## config.mk

```make
export PLATFORM = sky130hd
export DESIGN_NAME = looping_playback_time_accumulator
export DESIGN_NICKNAME = d
export VERILOG_FILES = /design/src/hw/rtl/lpta_pkg.sv /design/src/hw/rtl/looping_playback_time_accumulator.sv
export VERILOG_INCLUDE_DIRS = /design/src /design/src/hw/rtl
export SDC_FILE = /design/constraint.sdc
export NUM_CORES = 1
export LEC_CHECK = 0
export ABC_AREA = 0
export ABC_CLOCK_PERIOD_IN_PS = 16700
export CORE_ASPECT_RATIO = 0.8
export CORE_MARGIN = 2
export CORE_UTILIZATION = 30
export DETAILED_ROUTE_END_ITERATION = 6
export DONT_BUFFER_PORTS = 1
export PLACE_DENSITY = 0.45
export SLEW_MARGIN = 0
export SYNTH_ARGS = -nofsm -noshare
export SYNTH_HDL_FRONTEND = slang
export SYNTH_SLANG_ARGS = --single-unit
```

## constraint.sdc

```tcl
create_clock -name i_clk -period 16.7 [get_ports i_clk]
set_input_delay 1.67 -clock i_clk [delete_from_list [all_inputs] [get_ports i_clk]]
set_output_delay 1.67 -clock i_clk [all_outputs]
set_load 0.02 [all_outputs]
```

## src/hw/rtl/looping_playback_time_accumulator_defines.svh

```systemverilog
// Assertion helpers for the playback time accumulator.
// Each helper samples on i_clk and is switched off while i_rst_n is low.
`ifndef LOOPING_PLAYBACK_TIME_ACCUMULATOR_DEFINES_SVH
`define LOOPING_PLAYBACK_TIME_ACCUMULATOR_DEFINES_SVH

// Consequent checked in the same cycle as the antecedent
`define LPTA_ASSERT_SAME(lbl, ante, cons) \
    lbl: assert property (@(posedge i_clk) disable iff (!i_rst_n) (ante) |-> (cons)) \
        else $error("playback accumulator: same-cycle check failed");

// Consequent checked in the cycle after the antecedent
`define LPTA_ASSERT_NEXT(lbl, ante, cons) \
    lbl: assert property (@(posedge i_clk) disable iff (!i_rst_n) (ante) |=> (cons)) \
        else $error("playback accumulator: next-cycle check failed");

`endif

```

## src/hw/rtl/lpta_pkg.sv

```systemverilog
package lpta_pkg;

    localparam int PosW   = 32;
    localparam int DeltaW = 24;
    localparam int RateW  = 16;
    localparam int AccW   = DeltaW + RateW;
    localparam int RawW   = PosW + 2;
    localparam int DvdW   = PosW + 1;
    localparam int CntW   = 6;
    localparam int FracShift = 8;

    localparam logic [CntW-1:0] MulLast = CntW'(RateW - 1);
    localparam logic [CntW-1:0] DivLast = CntW'(DvdW - 1);

    localparam logic [RateW-1:0] RateReset = RateW'(256);

    // Register indexes on the configuration port
    localparam int RegIdxW = 3;
    localparam logic [RegIdxW-1:0] RegSeqPresent = 3'd0;
    localparam logic [RegIdxW-1:0] RegPlaying    = 3'd1;
    localparam logic [RegIdxW-1:0] RegReverse    = 3'd2;
    localparam logic [RegIdxW-1:0] RegLoop       = 3'd3;
    localparam logic [RegIdxW-1:0] RegRate       = 3'd4;
    localparam logic [RegIdxW-1:0] RegLength     = 3'd5;

    // Request function codes
    localparam logic FuncAdvance = 1'b0;
    localparam logic FuncReset   = 1'b1;

    typedef struct packed {
        logic              func;
        logic [DeltaW-1:0] delta_time;
    } t_in_item;

    typedef struct packed {
        logic [PosW-1:0] prior_position;
        logic [PosW-1:0] new_position;
        logic            advanced;
        logic            wrapped;
        logic            hit_end;
    } t_out_item;

    typedef enum logic [5:0] {
        S_IDLE = 6'b000001,
        S_MUL  = 6'b000010,
        S_SUM  = 6'b000100,
        S_DIV  = 6'b001000,
        S_FIX  = 6'b010000,
        S_OUT  = 6'b100000
    } t_state;

endpackage

```

## src/hw/rtl/looping_playback_time_accumulator.sv

```systemverilog
// Playback position accumulator, unsigned Q16.16 seconds. One request is worked on at a
// time and gives one result. A position reset, or an advance while unbound, stopped or
// with zero length, goes straight to the output state. A moving advance runs the
// bit-serial multiply of the delta by the rate magnitude (one rate bit per cycle), then
// adds the step and clamps it or checks for a wrap, then loads the output register. In
// loop mode a sum that leaves [0, length) first passes the restoring modulo unit (one
// quotient bit per cycle) and a step that folds a negative remainder. A new request is
// taken the cycle after the previous result has moved to the output register, which may
// still be waiting to be taken.
`include "looping_playback_time_accumulator_defines.svh"

module looping_playback_time_accumulator
    import lpta_pkg::*;
(
    input  logic        i_clk,
    input  logic        i_rst_n,

    input  logic        i_in_valid,
    output logic        o_in_stall,
    input  t_in_item    i_in_data,

    output logic        o_out_valid,
    input  logic        i_out_stall,
    output t_out_item   o_out_data,

    input  logic        psel,
    input  logic        penable,
    input  logic        pwrite,
    input  logic [4:0]  paddr,
    input  logic [31:0] pwdata,
    output logic [31:0] prdata,
    output logic        pready
);

    // Configuration registers
    logic             r_seq_present;
    logic             r_playing;
    logic             r_reverse;
    logic             r_loop;
    logic [RateW-1:0] r_rate;
    logic [PosW-1:0]  r_len;

    // Working state
    t_state           r_state;
    logic [PosW-1:0]  r_pos;
    logic [CntW-1:0]  r_cnt;
    logic [AccW-1:0]  r_acc;
    logic [RateW-1:0] r_mq;
    logic [DeltaW-1:0] r_delta;
    logic             r_neg;
    logic [DvdW-1:0]  r_dvd;
    logic [PosW-1:0]  r_rem;
    t_out_item        r_res;

    // Output register
    logic             r_out_valid;
    t_out_item        r_out;

    logic [RegIdxW-1:0] cfg_idx;
    logic               cfg_wr;
    logic               accept;
    logic               out_load;
    logic [RateW-1:0]   rate_mag;
    logic [AccW-1:0]    n_acc;
    logic [PosW-1:0]    step_mag;
    logic [RawW-1:0]    n_raw;
    logic [DvdW-1:0]    raw_abs;
    logic               raw_neg;
    logic               raw_ge_len;
    logic               raw_gt_len;
    logic               raw_zero;
    logic [DvdW-1:0]    n_trial;
    logic [PosW-1:0]    n_rem;

    // Register port
    assign cfg_idx = paddr[4:2];
    assign cfg_wr  = psel && penable && pwrite;
    assign pready  = 1'b1;

    always_comb begin
        case (cfg_idx)
            RegSeqPresent: prdata = {31'd0, r_seq_present};
            RegPlaying:    prdata = {31'd0, r_playing};
            RegReverse:    prdata = {31'd0, r_reverse};
            RegLoop:       prdata = {31'd0, r_loop};
            RegRate:       prdata = {16'd0, r_rate};
            RegLength:     prdata = r_len;
            default:       prdata = 32'd0;
        endcase
    end

    always_ff @(posedge i_clk) begin
        if (!i_rst_n) begin
            r_seq_present <= 1'b0;
            r_playing     <= 1'b0;
            r_reverse     <= 1'b0;
            r_loop        <= 1'b0;
            r_rate        <= RateReset;
            r_len         <= '0;
        end else if (cfg_wr) begin
            case (cfg_idx)
                RegSeqPresent: r_seq_present <= pwdata[0];
                RegPlaying:    r_playing     <= pwdata[0];
                RegReverse:    r_reverse     <= pwdata[0];
                RegLoop:       r_loop        <= pwdata[0];
                RegRate:       r_rate        <= pwdata[RateW-1:0];
                RegLength:     r_len         <= pwdata[PosW-1:0];
                default:       ;
            endcase
        end
    end

    // Handshakes
    assign o_in_stall  = (r_state != S_IDLE);
    assign accept      = i_in_valid && !o_in_stall;
    assign out_load    = (r_state == S_OUT) && (!r_out_valid || !i_out_stall);
    assign o_out_valid = r_out_valid;
    assign o_out_data  = r_out;

    // Rate magnitude; sign folds into the step direction
    assign rate_mag = r_rate[RateW-1] ? (~r_rate + RateW'(1)) : r_rate;

    // One multiplier bit per cycle, most significant first
    assign n_acc = {r_acc[AccW-2:0], 1'b0} + (r_mq[RateW-1] ? AccW'(r_delta) : AccW'(0));

    // Add or subtract the truncated step to or from the position
    assign step_mag = r_acc[FracShift +: PosW];
    assign n_raw    = r_neg ? (RawW'(r_pos) - RawW'(step_mag))
                            : (RawW'(r_pos) + RawW'(step_mag));
    assign raw_neg    = n_raw[RawW-1];
    assign raw_abs    = raw_neg ? DvdW'(~n_raw + RawW'(1)) : n_raw[DvdW-1:0];
    assign raw_ge_len = !raw_neg && (n_raw[DvdW-1:0] >= DvdW'(r_len));
    assign raw_gt_len = !raw_neg && (n_raw[DvdW-1:0] >  DvdW'(r_len));
    assign raw_zero   = (n_raw == '0);

    // One restoring modulo step per cycle
    assign n_trial = {r_rem, r_dvd[DvdW-1]};
    assign n_rem   = (n_trial >= DvdW'(r_len)) ? PosW'(n_trial - DvdW'(r_len))
                                               : n_trial[PosW-1:0];

    // Sequencer
    always_ff @(posedge i_clk) begin
        if (!i_rst_n) begin
            r_state <= S_IDLE;
            r_pos   <= '0;
            r_cnt   <= '0;
        end else begin
            case (r_state)
                S_IDLE: begin
                    if (accept) begin
                        r_res.advanced       <= 1'b0;
                        r_res.wrapped        <= 1'b0;
                        r_res.hit_end        <= 1'b0;
                        r_delta              <= i_in_data.delta_time;
                        r_mq                 <= rate_mag;
                        r_acc                <= '0;
                        r_neg                <= r_reverse ^ r_rate[RateW-1];
                        r_cnt                <= '0;
                        if (i_in_data.func == FuncReset) begin
                            r_res.prior_position <= r_pos;
                            r_res.new_position   <= '0;
                            r_state              <= S_OUT;
                        end else if (!(r_seq_present && r_playing)) begin
                            r_res.prior_position <= r_pos;
                            r_res.new_position   <= r_pos;
                            r_state              <= S_OUT;
                        end else if (r_len == '0) begin
                            r_res.prior_position <= '0;
                            r_res.new_position   <= '0;
                            r_state              <= S_OUT;
                        end else begin
                            r_res.prior_position <= r_pos;
                            r_state              <= S_MUL;
                        end
                    end
                end
                S_MUL: begin
                    r_acc <= n_acc;
                    r_mq  <= {r_mq[RateW-2:0], 1'b0};
                    r_cnt <= r_cnt + CntW'(1);
                    if (r_cnt == MulLast) begin
                        r_state <= S_SUM;
                    end
                end
                S_SUM: begin
                    r_res.advanced <= 1'b1;
                    r_cnt          <= '0;
                    r_dvd          <= raw_abs;
                    r_rem          <= '0;
                    r_neg          <= raw_neg;
                    if (r_loop) begin
                        r_res.wrapped <= raw_ge_len || raw_neg;
                        if (raw_ge_len || raw_neg) begin
                            r_state <= S_DIV;
                        end else begin
                            r_res.new_position <= n_raw[PosW-1:0];
                            r_state            <= S_OUT;
                        end
                    end else begin
                        r_res.hit_end <= (!r_reverse && raw_ge_len)
                                      || (r_reverse && (raw_neg || raw_zero));
                        if (raw_neg) begin
                            r_res.new_position <= '0;
                        end else if (raw_gt_len) begin
                            r_res.new_position <= r_len;
                        end else begin
                            r_res.new_position <= n_raw[PosW-1:0];
                        end
                        r_state <= S_OUT;
                    end
                end
                S_DIV: begin
                    r_rem <= n_rem;
                    r_dvd <= {r_dvd[DvdW-2:0], 1'b0};
                    r_cnt <= r_cnt + CntW'(1);
                    if (r_cnt == DivLast) begin
                        r_state <= S_FIX;
                    end
                end
                S_FIX: begin
                    // Fold a negative sum back into [0, length)
                    if (r_neg && (r_rem != '0)) begin
                        r_res.new_position <= r_len - r_rem;
                    end else begin
                        r_res.new_position <= r_rem;
                    end
                    r_state <= S_OUT;
                end
                S_OUT: begin
                    if (out_load) begin
                        r_pos   <= r_res.new_position;
                        r_state <= S_IDLE;
                    end
                end
                default: begin
                    r_state <= S_IDLE;
                end
            endcase
        end
    end

    // Output register: hold while stalled, drop once taken
    always_ff @(posedge i_clk) begin
        if (!i_rst_n) begin
            r_out_valid <= 1'b0;
        end else if (out_load) begin
            r_out_valid <= 1'b1;
        end else if (!i_out_stall) begin
            r_out_valid <= 1'b0;
        end
    end

    always_ff @(posedge i_clk) begin
        if (out_load) begin
            r_out <= r_res;
        end
    end

    `LPTA_ASSERT_NEXT(a_accept_leaves_idle, accept, r_state != S_IDLE)
    `LPTA_ASSERT_SAME(a_flags_exclusive, o_out_valid,
        !(o_out_data.wrapped && o_out_data.hit_end))
    `LPTA_ASSERT_SAME(a_flags_need_advance, o_out_valid && !o_out_data.advanced,
        !o_out_data.wrapped && !o_out_data.hit_end)
    `LPTA_ASSERT_NEXT(a_mul_moves_to_sum, r_state == S_MUL,
        r_state == S_MUL || r_state == S_SUM)

endmodule

```

* Word-level counts from Yosys, hierarchy flattened
Index checks and enable logic that the tools add are counted.
** Word-level totals
- Output and inout bits :: 102
- Flip-flop bits (word level) :: 377
- Input bits :: 69
** Operators by class
- Muxes and demuxes :: 42
- Add/subtract/negate cells :: 8
- Bitwise logic cells :: 3
- Order comparisons :: 3
- Equal/unequal tests :: 23
- Reduce and logical (&&, ||, !) cells :: 45
** Operators with widths (number)
- two-way mux 32 bit :: 8
- one-hot mux 32 bit (6 select lines) :: 1
- two-way mux 64 bit :: 2
- one-hot mux 32 bit (3 select lines) :: 1
- one-hot mux 40 bit (2 select lines) :: 1
- >= comparator 33 x 32 -> 1 bit :: 2
- one-hot mux 33 bit (2 select lines) :: 1
- one-hot mux 32 bit (2 select lines) :: 1
- subtractor 32 bit :: 2
- two-way mux 6 bit :: 10
- adder 40 x 24 -> 40 bit :: 1
- two-way mux 40 bit :: 1
- one-hot mux 6 bit (6 select lines) :: 1
- two-way mux 35 bit :: 1
- zero test 34 bit :: 1
- two-way mux 34 bit :: 1
- adder 32 x 32 -> 33 bit :: 1
- adder 33 x 1 -> 33 bit (second input constant) :: 1
- greater-than comparator 33 x 32 -> 1 bit :: 1
- two-way mux 33 bit :: 1
- inverter 33 bit :: 1
- subtractor 32 x 32 -> 33 bit :: 1
- zero test 32 bit :: 1
- two-way mux 16 bit :: 2
- 36 further kinds :: 80

* Longest topological paths before layout
Gate-level depths: netlist of the first run.
- Word-level depth :: 8
- Depth in mapped cells :: 26
- Gate-level depth less buffers :: 25

* Worst setup path before layout of the first run
Ideal clock, no wire load.
- Path kind :: register to register
- Start :: register r_acc[10]
- End :: register r_res[10] in the netlist's numbering (enable)
- Arrival :: 5732 ps
- Clock period less this slack :: 6164 ps
- Setup slack :: 10536 ps
- Required time :: 16268 ps
- Cell stages (with the launch flop) :: 21
- Library setup time :: 432 ps
- Cell sequence :: edfxtp_1 > inv_1 > ha_1 > buf_6 > and3b_4 > o211a_4 > nor4_4 > o21ai_0 > a211oi_1 > a21oi_1 > xnor2_1 > ha_1 > a21o_1 > a21o_1 > a211oi_1 > o21ai_0 > a221oi_1 > o21ai_0 > nor3_1 > o21ai_0 > a21oi_1
** Between the ends
- Longest elaborated chain between the ends :: 7
- Elaborated cells on any way between the ends :: 9
- Those cells by class :: 2 x add/sub; 1 x order compare; 1 x eq/ne; 1 x mux; 4 x reduce/logical
** Ends and longest elaborated chain
- start: declaration :: RTL line looping_playback_time_accumulator.sv:47 : logic [AccW-1:0] r_acc;
- start signal: assignment :: RTL line looping_playback_time_accumulator.sv:178 : r_acc <= n_acc;
- adder 32 x 32 -> 33 bit / subtractor 32 x 32 -> 33 bit (equally long branches) :: RTL line looping_playback_time_accumulator.sv:129, looping_playback_time_accumulator.sv:128
- two-way mux 34 bit * :: RTL line looping_playback_time_accumulator.sv:128 : assign n_raw = r_neg ? (RawW'(r_pos) - RawW'(step_mag))
- >= comparator 33 x 32 -> 1 bit / zero test 1 bit (equally long branches) :: RTL line looping_playback_time_accumulator.sv:132 : assign raw_ge_len = !raw_neg && (n_raw[DvdW-1:0] >= DvdW'(r_len));
- logical AND 1 bit :: RTL line looping_playback_time_accumulator.sv:132
- logical OR 1 bit * :: RTL line looping_playback_time_accumulator.sv:193 : if (raw_ge_len || raw_neg) begin
- != test 3 bit (no source line) *
- AND reduction 5 bit (no source line) *
- end: declaration :: RTL line looping_playback_time_accumulator.sv:53 : t_out_item r_res;
Every way passes the cells marked *; elsewhere a longest branch is shown, timed or not.
A chain may end at the register's enable or synchronous reset.

* Worst setup path in the final report of the first run
- Start :: register r_acc[19]
- End :: register r_res[33] in the netlist's numbering (data pin)
** Between the ends
- Longest elaborated chain between the ends :: 8
- Elaborated cells on any way between the ends :: 11
- Those cells by class :: 2 x add/sub; 1 x order compare; 6 x mux; 2 x reduce/logical
** Ends and longest elaborated chain
- adder 32 x 32 -> 33 bit / subtractor 32 x 32 -> 33 bit (equally long branches) :: RTL line looping_playback_time_accumulator.sv:129, looping_playback_time_accumulator.sv:128
- two-way mux 34 bit * :: RTL line looping_playback_time_accumulator.sv:128
- greater-than comparator 33 x 32 -> 1 bit / zero test 1 bit (equally long branches) :: RTL line looping_playback_time_accumulator.sv:133 : assign raw_gt_len = !raw_neg && (n_raw[DvdW-1:0] > DvdW'(r_len));
- logical AND 1 bit :: RTL line looping_playback_time_accumulator.sv:133
- two-way mux 32 bit :: RTL line looping_playback_time_accumulator.sv:204 : end else if (raw_gt_len) begin
- two-way mux 32 bit :: RTL line looping_playback_time_accumulator.sv:202 : if (raw_neg) begin
- two-way mux 32 bit * :: RTL line looping_playback_time_accumulator.sv:191 : if (r_loop) begin
- one-hot mux 32 bit (3 select lines) * :: RTL line looping_playback_time_accumulator.sv:148 : case (r_state)
Every way passes the cells marked *; elsewhere a longest branch is shown, timed or not. The select of a mux whose other input is x is not followed.

==> results of run 1 <==
[registers in the layout (all words and copies together) (netlist names), 6 cells and up]
name / flops
r_len: 32
r_rem: 32
r_delta: 24
r_cnt: 6
r_acc: 40
r_pos: 32
r_rate: 16
r_mq: 16
r_res: 67
o_out_data: 67
r_dvd: 33
r_state: 6
[worst paths after layout]
kind,cells past startpoint,endpoint,slack [ns],from
max,21,r_res[33],9.42,r_acc[19]
min,0,o_out_data[63],0.42,r_res[63]
max reg2reg,21,r_res[33],9.42,r_acc[19]
min reg2reg,0,o_out_data[63],0.42,r_res[63]
[synth_stat cells (20+ instances only)]
master / instances / area, sq um
a211oi_1: 32 / 240
a21o_1: 59 / 443
a21oi_1: 271 / 1360
a22oi_1: 45 / 338
a31oi_1: 20 / 125
and2_1: 32 / 200
clkbuf_1: 107 / 402
dfxtp_1: 97 / 1940
edfxtp_1: 280 / 8410
ha_1: 186 / 2330
inv_1: 180 / 676
nand2_1: 345 / 1290
nand2b_1: 22 / 138
nand3_1: 68 / 340
nand4_1: 32 / 200
nor2_1: 256 / 961
nor2b_1: 56 / 350
nor3_1: 52 / 260
nor4_1: 35 / 219
o21ai_0: 190 / 951
o21bai_1: 20 / 150
or3_1: 23 / 144
xnor2_1: 87 / 762
xor2_1: 56 / 490
[kinds of logic (layout without fill, tap and decap cells)]
logic type	Yosys count	in the layout
muxes	21	21
other	1	1
adders and majority gates	191	191
and+or+nand+nor	991	991
xor gates and xnor gates	144	144
AOI/OAI and AO/OA	775	775
DFF	377	377
buffers and inverters	314	298
[per-layer routing]
layer  up-vias  wire length, um  GRT usage (%)
li1      10032                -              -
met3        69             5160           3.85
met5         -                0              0
met2       525            37200           30.1
met4         0             1280           3.87
met1      9972            41000           28.1
[power groups by stage]
stage / registers (mW) / logic (mW) / clock network [mW]
finish: 1.08 / 0.323 / 1.02
global route: 1.09 / 0.360 / 1.09
CTS: 1.08 / 0.322 / 1.05
detailed placement: 1.10 / 0.320 / 0
global placement: 1.10 / 0.316 / 0
floorplan: 1.09 / 0.233 / 0
[area by class of cell]
class                   count  area [sq um]  share of cell area, %
clock buffers              61          1250                   4.50
clock inverters            22           259                  0.935
inverters                 182           687                   2.48
multi-input cells        2123         13500                   48.8
flip-flops and latches    377         10300                   37.4
well taps                1104          1380                   4.99
repair buffers             33           248                  0.894
==> impl_metrics.toml, run 1 <==
[cells_and_area]
fillers = 8561
final_core_util_pct = 33.6
fin_area_sq_um = 27700
fin_cells = 3902
final_cell_mix = "345 x nand2_1, 280 x edfxtp_1, 268 x a21oi_1"
drive_gt1_share_pct = 5.97
nNetsFinal = 3022
syn2layout_area_growth_pct = 10.9
n_antenna_cell = 0
final_common_cell = "nand2_1"

[synthesis]
synthesis.area_sq_um = 25000
syn-num-nets = 3074
synth-simple-area-share_pct = 18.8
yosysUniqueCellTypes = 90
ys_ff_latch = 377
ys_warn_count = 0
yosysSeqAreaShare_pct = 41.4
yosys.area_share.adder_pct = 9.72
synthMuxAreaShare_pct = 0.942
synth_edf_count = 280
synth_area_per_cell_sq_um = 8.88
synthArstFlopShare_pct = 0
synth_xor_xnor_area_share_pct = 5.08
syn_inst = 2814
ys.flop_type = "edfxtp_1"
synth_compound_area_share_pct = 19.2
synth_top_family_by_area = "compound AO/OA/AOI/OAI gates"

[cts]
cts_tree = "built"
clk_transition_reported_paths_ns = 0.06
cts.repair.resized = 0
clock_latency_ns = 0.61
numCtsBuffers = 45
cts_setup_buffers = 0
htree_levels = 2
cts-root-buf = "clkbuf_16"
ctsHoldBuffers = 0
cts_buffer_depth = 3
cts_sinks = 377

[timing]
hold_ws_ns = 0.419
period_minus_slack_ns = 7.28
postLayoutSetupSlackWorst_ns = 9.42
tightest_slew_ns = 1.26
rsz0062_at_grt = "false"
fmax_ghz = 0.137
clock_skew_ns = 0.0308
finalMaxSlewViolations = 0
hold_violations = 0
period_share_pct = 43.6
relSlewSlack_pct = 15.1
setup_viol = 0
setup_tns_ns = 0

[routing]
ant_nets = 0
vias = 20598
wirelength_um = 84700
wire_per_inst_um = 21.7
drt_pass1_iterations = 7
drt-vias-per-instance = 5.28
drtIter0Drc = 1669
drc_errors = 0

[place]
dpl.hpwl_um = 65700
pre_cts_ws_ns = 9.75
dpl_cell_area_sq_um = 26200
io_buffer_count = 0
gp_congestion = 0.885
dp.cells = 3819

[power]
power.total_mw = 2.42
pwr-share-comb_pct = 13.3
power_switching_uw = 664
seq_power_share_pct = 44.6
switching_share_pct = 27.4
pwr-share-clk_pct = 42.1
powerDensity_nw_per_um2 = 87.5
leakagePower_nw = 10.3
vdd_ir_drop_max_v = 0.0000632
p_int_mw = 1.76

[global_route]
gr-total-overflow = 0
grt_pass1_vias = 20011
grt_antenna_before_repair = 3
grt_first_pass_wirelength_um = 128000
grt_use_total_pct = 19.5
grt_max_degree = 66

[worst_setup_path]
arrival_ns = 7.61
cpPeakStageDelay_ns = 0.62
endpoint_kind = "flip-flop"
critPathSlowestCell = "o31ai_1"
crit_family = "compound AO/OA/AOI/OAI gates"
crit_path_start_kind = "flip-flop"
critPathBufInv = 3
crit_chain = "inv_1 > ha_1 > nand4_1 > nor2_1 > o21ai_0 > o21a_1 > o31ai_1 > o211ai_1 > a211oi_1 > inv_1 > ha_1 > nand4_1 > nor3_1 > nand3_1 > nor3b_1 > o31a_1 > nor2b_2 > buf_4 > a22oi_1 > o21ai_0 > a311o_1"
path_max_fanout = 28
critical_path_class = "flip-flop to flip-flop"
required_ns = 17.04

[die]
fp-row-count = 94
fp.dieH_um = 262
start_util_pct = 30.3
die_w_um = 327
die_area_sq_um = 85600
core_sq_um = 82300
io_pins = 171

[status]
outcome = "complete, no violations"

[flow_run]
cap_viol_max_count = 0

[min_path]
hp-class = "flip-flop to flip-flop"
(Power assumes the default switching activity.)
==> inputs of run 2 (changes only) <==
--- a/config.mk
+++ b/config.mk
@@ -7,7 +7,7 @@
 export NUM_CORES = 1
 export LEC_CHECK = 0
 export ABC_AREA = 0
-export ABC_CLOCK_PERIOD_IN_PS = 16700
+export ABC_CLOCK_PERIOD_IN_PS = 6900
 export CORE_ASPECT_RATIO = 0.8
 export CORE_MARGIN = 2
 export CORE_UTILIZATION = 30
==> constraint.sdc (replaced) <==
create_clock -name i_clk -period 6.9 [get_ports i_clk]
set_input_delay 0.69 -clock i_clk [delete_from_list [all_inputs] [get_ports i_clk]]
set_output_delay 0.69 -clock i_clk [all_outputs]
set_load 0.02 [all_outputs]
==> impl_metrics.toml, run 2 (synthesis gave the netlist of run 1 again) <==
[timing]
setup_viol = 0
fmax_ghz = 0.159
period_share_pct = 91.4
period_minus_slack_ns = 6.31
relSlewSlack_pct = 10.4
hold_violations = 0
rsz0062_at_grt = "false"
finalMaxSlewViolations = 0
postLayoutSetupSlackWorst_ns = 0.594
setup_tns_ns = 0
clock_skew_ns = 0.0305
tightest_slew_ns = 1.34

[die]
die_w_um = 327
die_area_sq_um = 85600
core_sq_um = 82300
start_util_pct = 30.3
fp-row-count = 94
io_pins = 171
fp.dieH_um = 262

[worst_setup_path]
reg2reg_slack_ns = 0.59
critPathSlowestCell = "fa_1"
critical_path_class = "flip-flop to flip-flop"
crit_path_start_kind = "flip-flop"
path_max_fanout = 21
endpoint_kind = "flip-flop"
cpPeakStageDelay_ns = 0.41
path_common_cell = "inv_1"
arrival_ns = 6.65
required_ns = 7.25

[place]
dp.cells = 3867
pre_cts_ws_ns = 0.550
dpl.hpwl_um = 67200
gp_congestion = 0.925
io_buffer_count = 0

[cells_and_area]
fillers = 8596
final_common_cell = "nand2_1"
multiInputGateArea_sq_um = 13500
nNetsFinal = 3069
fin_cells = 3950
final_cell_mix = "345 x nand2_1, 280 x edfxtp_1, 268 x a21oi_1"
drive_gt1_share_pct = 7.66
regArea_sq_um = 10300
syn2layout_area_growth_pct = 12.4

[cts]
clk_transition_reported_paths_ns = 0.06
numCtsBuffers = 44
htree_levels = 2
cts_buffer_depth = 3
cts_sinks = 377
ctsHoldBuffers = 0
clock_latency_ns = 0.61
cts_tree = "built"
cts-root-buf = "clkbuf_16"

[routing]
drtIter0Drc = 1809
drc_errors = 0
drt-vias-per-instance = 5.36
ant_nets = 0
drt_pass1_iterations = 7
wirelength_um = 86400
vias = 21163
wire_per_inst_um = 21.9

[power]
powerDensity_nw_per_um2 = 210
vdd_ir_drop_max_v = 0.000161
leakagePower_nw = 10.5

[global_route]
grt_antenna_before_repair = 6
grt_first_pass_wirelength_um = 129000
grt_pass1_vias = 20315
grt_use_total_pct = 19.8
grt_max_degree = 66
gr-total-overflow = 0

[min_path]
hp-class = "input pin to flip-flop"

[status]
outcome = "complete, no violations"

[flow_run]
cap_viol_max_count = 0
[run 2: cell types whose count changed in the layout (fill, tap and decap cells not counted), sizes merged]
cell	previous run	this run
clkinvlp	2	3
clkinv	13	14
buf	33	81
bufinv	5	2
inv	184	185
diode	0	1
clkbuf	61	60
[run 2: per-stage QoR]
stage	util (%)	power, mW	hold slack [ns]	instance area (sq um)
CTS	34.1	5.96	0.122	28100
global route	34.1	6.16	0.133	28100
floorplan	-	3.20	0.400	25000
finish	34.1	5.90	0.158	28100
global placement	32.3	3.48	0.402	26600
detailed placement	32.3	3.49	0.405	26600
[run 2: path summary, 6_finish.rpt]
check / from / to / cells past startpoint
worst min-delay path: i_rst_n / r_rate[8] / 1
worst max-delay path: r_pos[0] / r_res[33] / 27
worst min register to register: r_res[52] / o_out_data[52] / 0
worst max register to register: r_pos[0] / r_res[33] / 27
[run 2: worst max-delay path, delay by kind of cell, from the launching register on]
kind | cells | cell delay [ns]
buf+inv | 5 | 0.70
xor+xnor | 1 | 0.27
flops | 1 | 0.34
compound gates | 13 | 2.82
simple gates | 5 | 1.00
fa+ha+maj | 3 | 0.91
[run 2: cell type report]
cell class | instances | area share, %
flip-flops and latches | 377 | 36.9
clock inverters | 22 | 0.713
repair buffers | 81 | 2.25
clock buffers | 60 | 4.61
inverters | 182 | 2.45
diodes | 1 | 0.00891
multi-input cells | 2123 | 48.2
well taps | 1104 | 4.92
[run 2: metal layers]
metal | up-vias | share of wire [%] | GRT usage [%]
li1 | 10114 | - | -
met2 | 624 | 44 | 31.0
met4 | 6 | 2.0 | 4.79
met1 | 10310 | 47 | 28.0
met5 | - | 0.054 | 0
met3 | 109 | 6.7 | 3.90
[run 2: repair_timing]
item                                    4_1_cts  5_1_grt
buffers inserted                              0        0
gates resized for setup                       0        1
endpoints found under the setup margin        0        2
[run 2: power by group]
| group | leakage, nW | switching (mW) | internal [mW] |
|---|---|---|---|
| Clock | 0.734 | 1.05 | 1.40 |
| Combinational | 6.39 | 0.532 | 0.304 |
| Sequential | 3.38 | 0.0791 | 2.53 |
| Total | 10.5 | 1.66 | 4.24 |
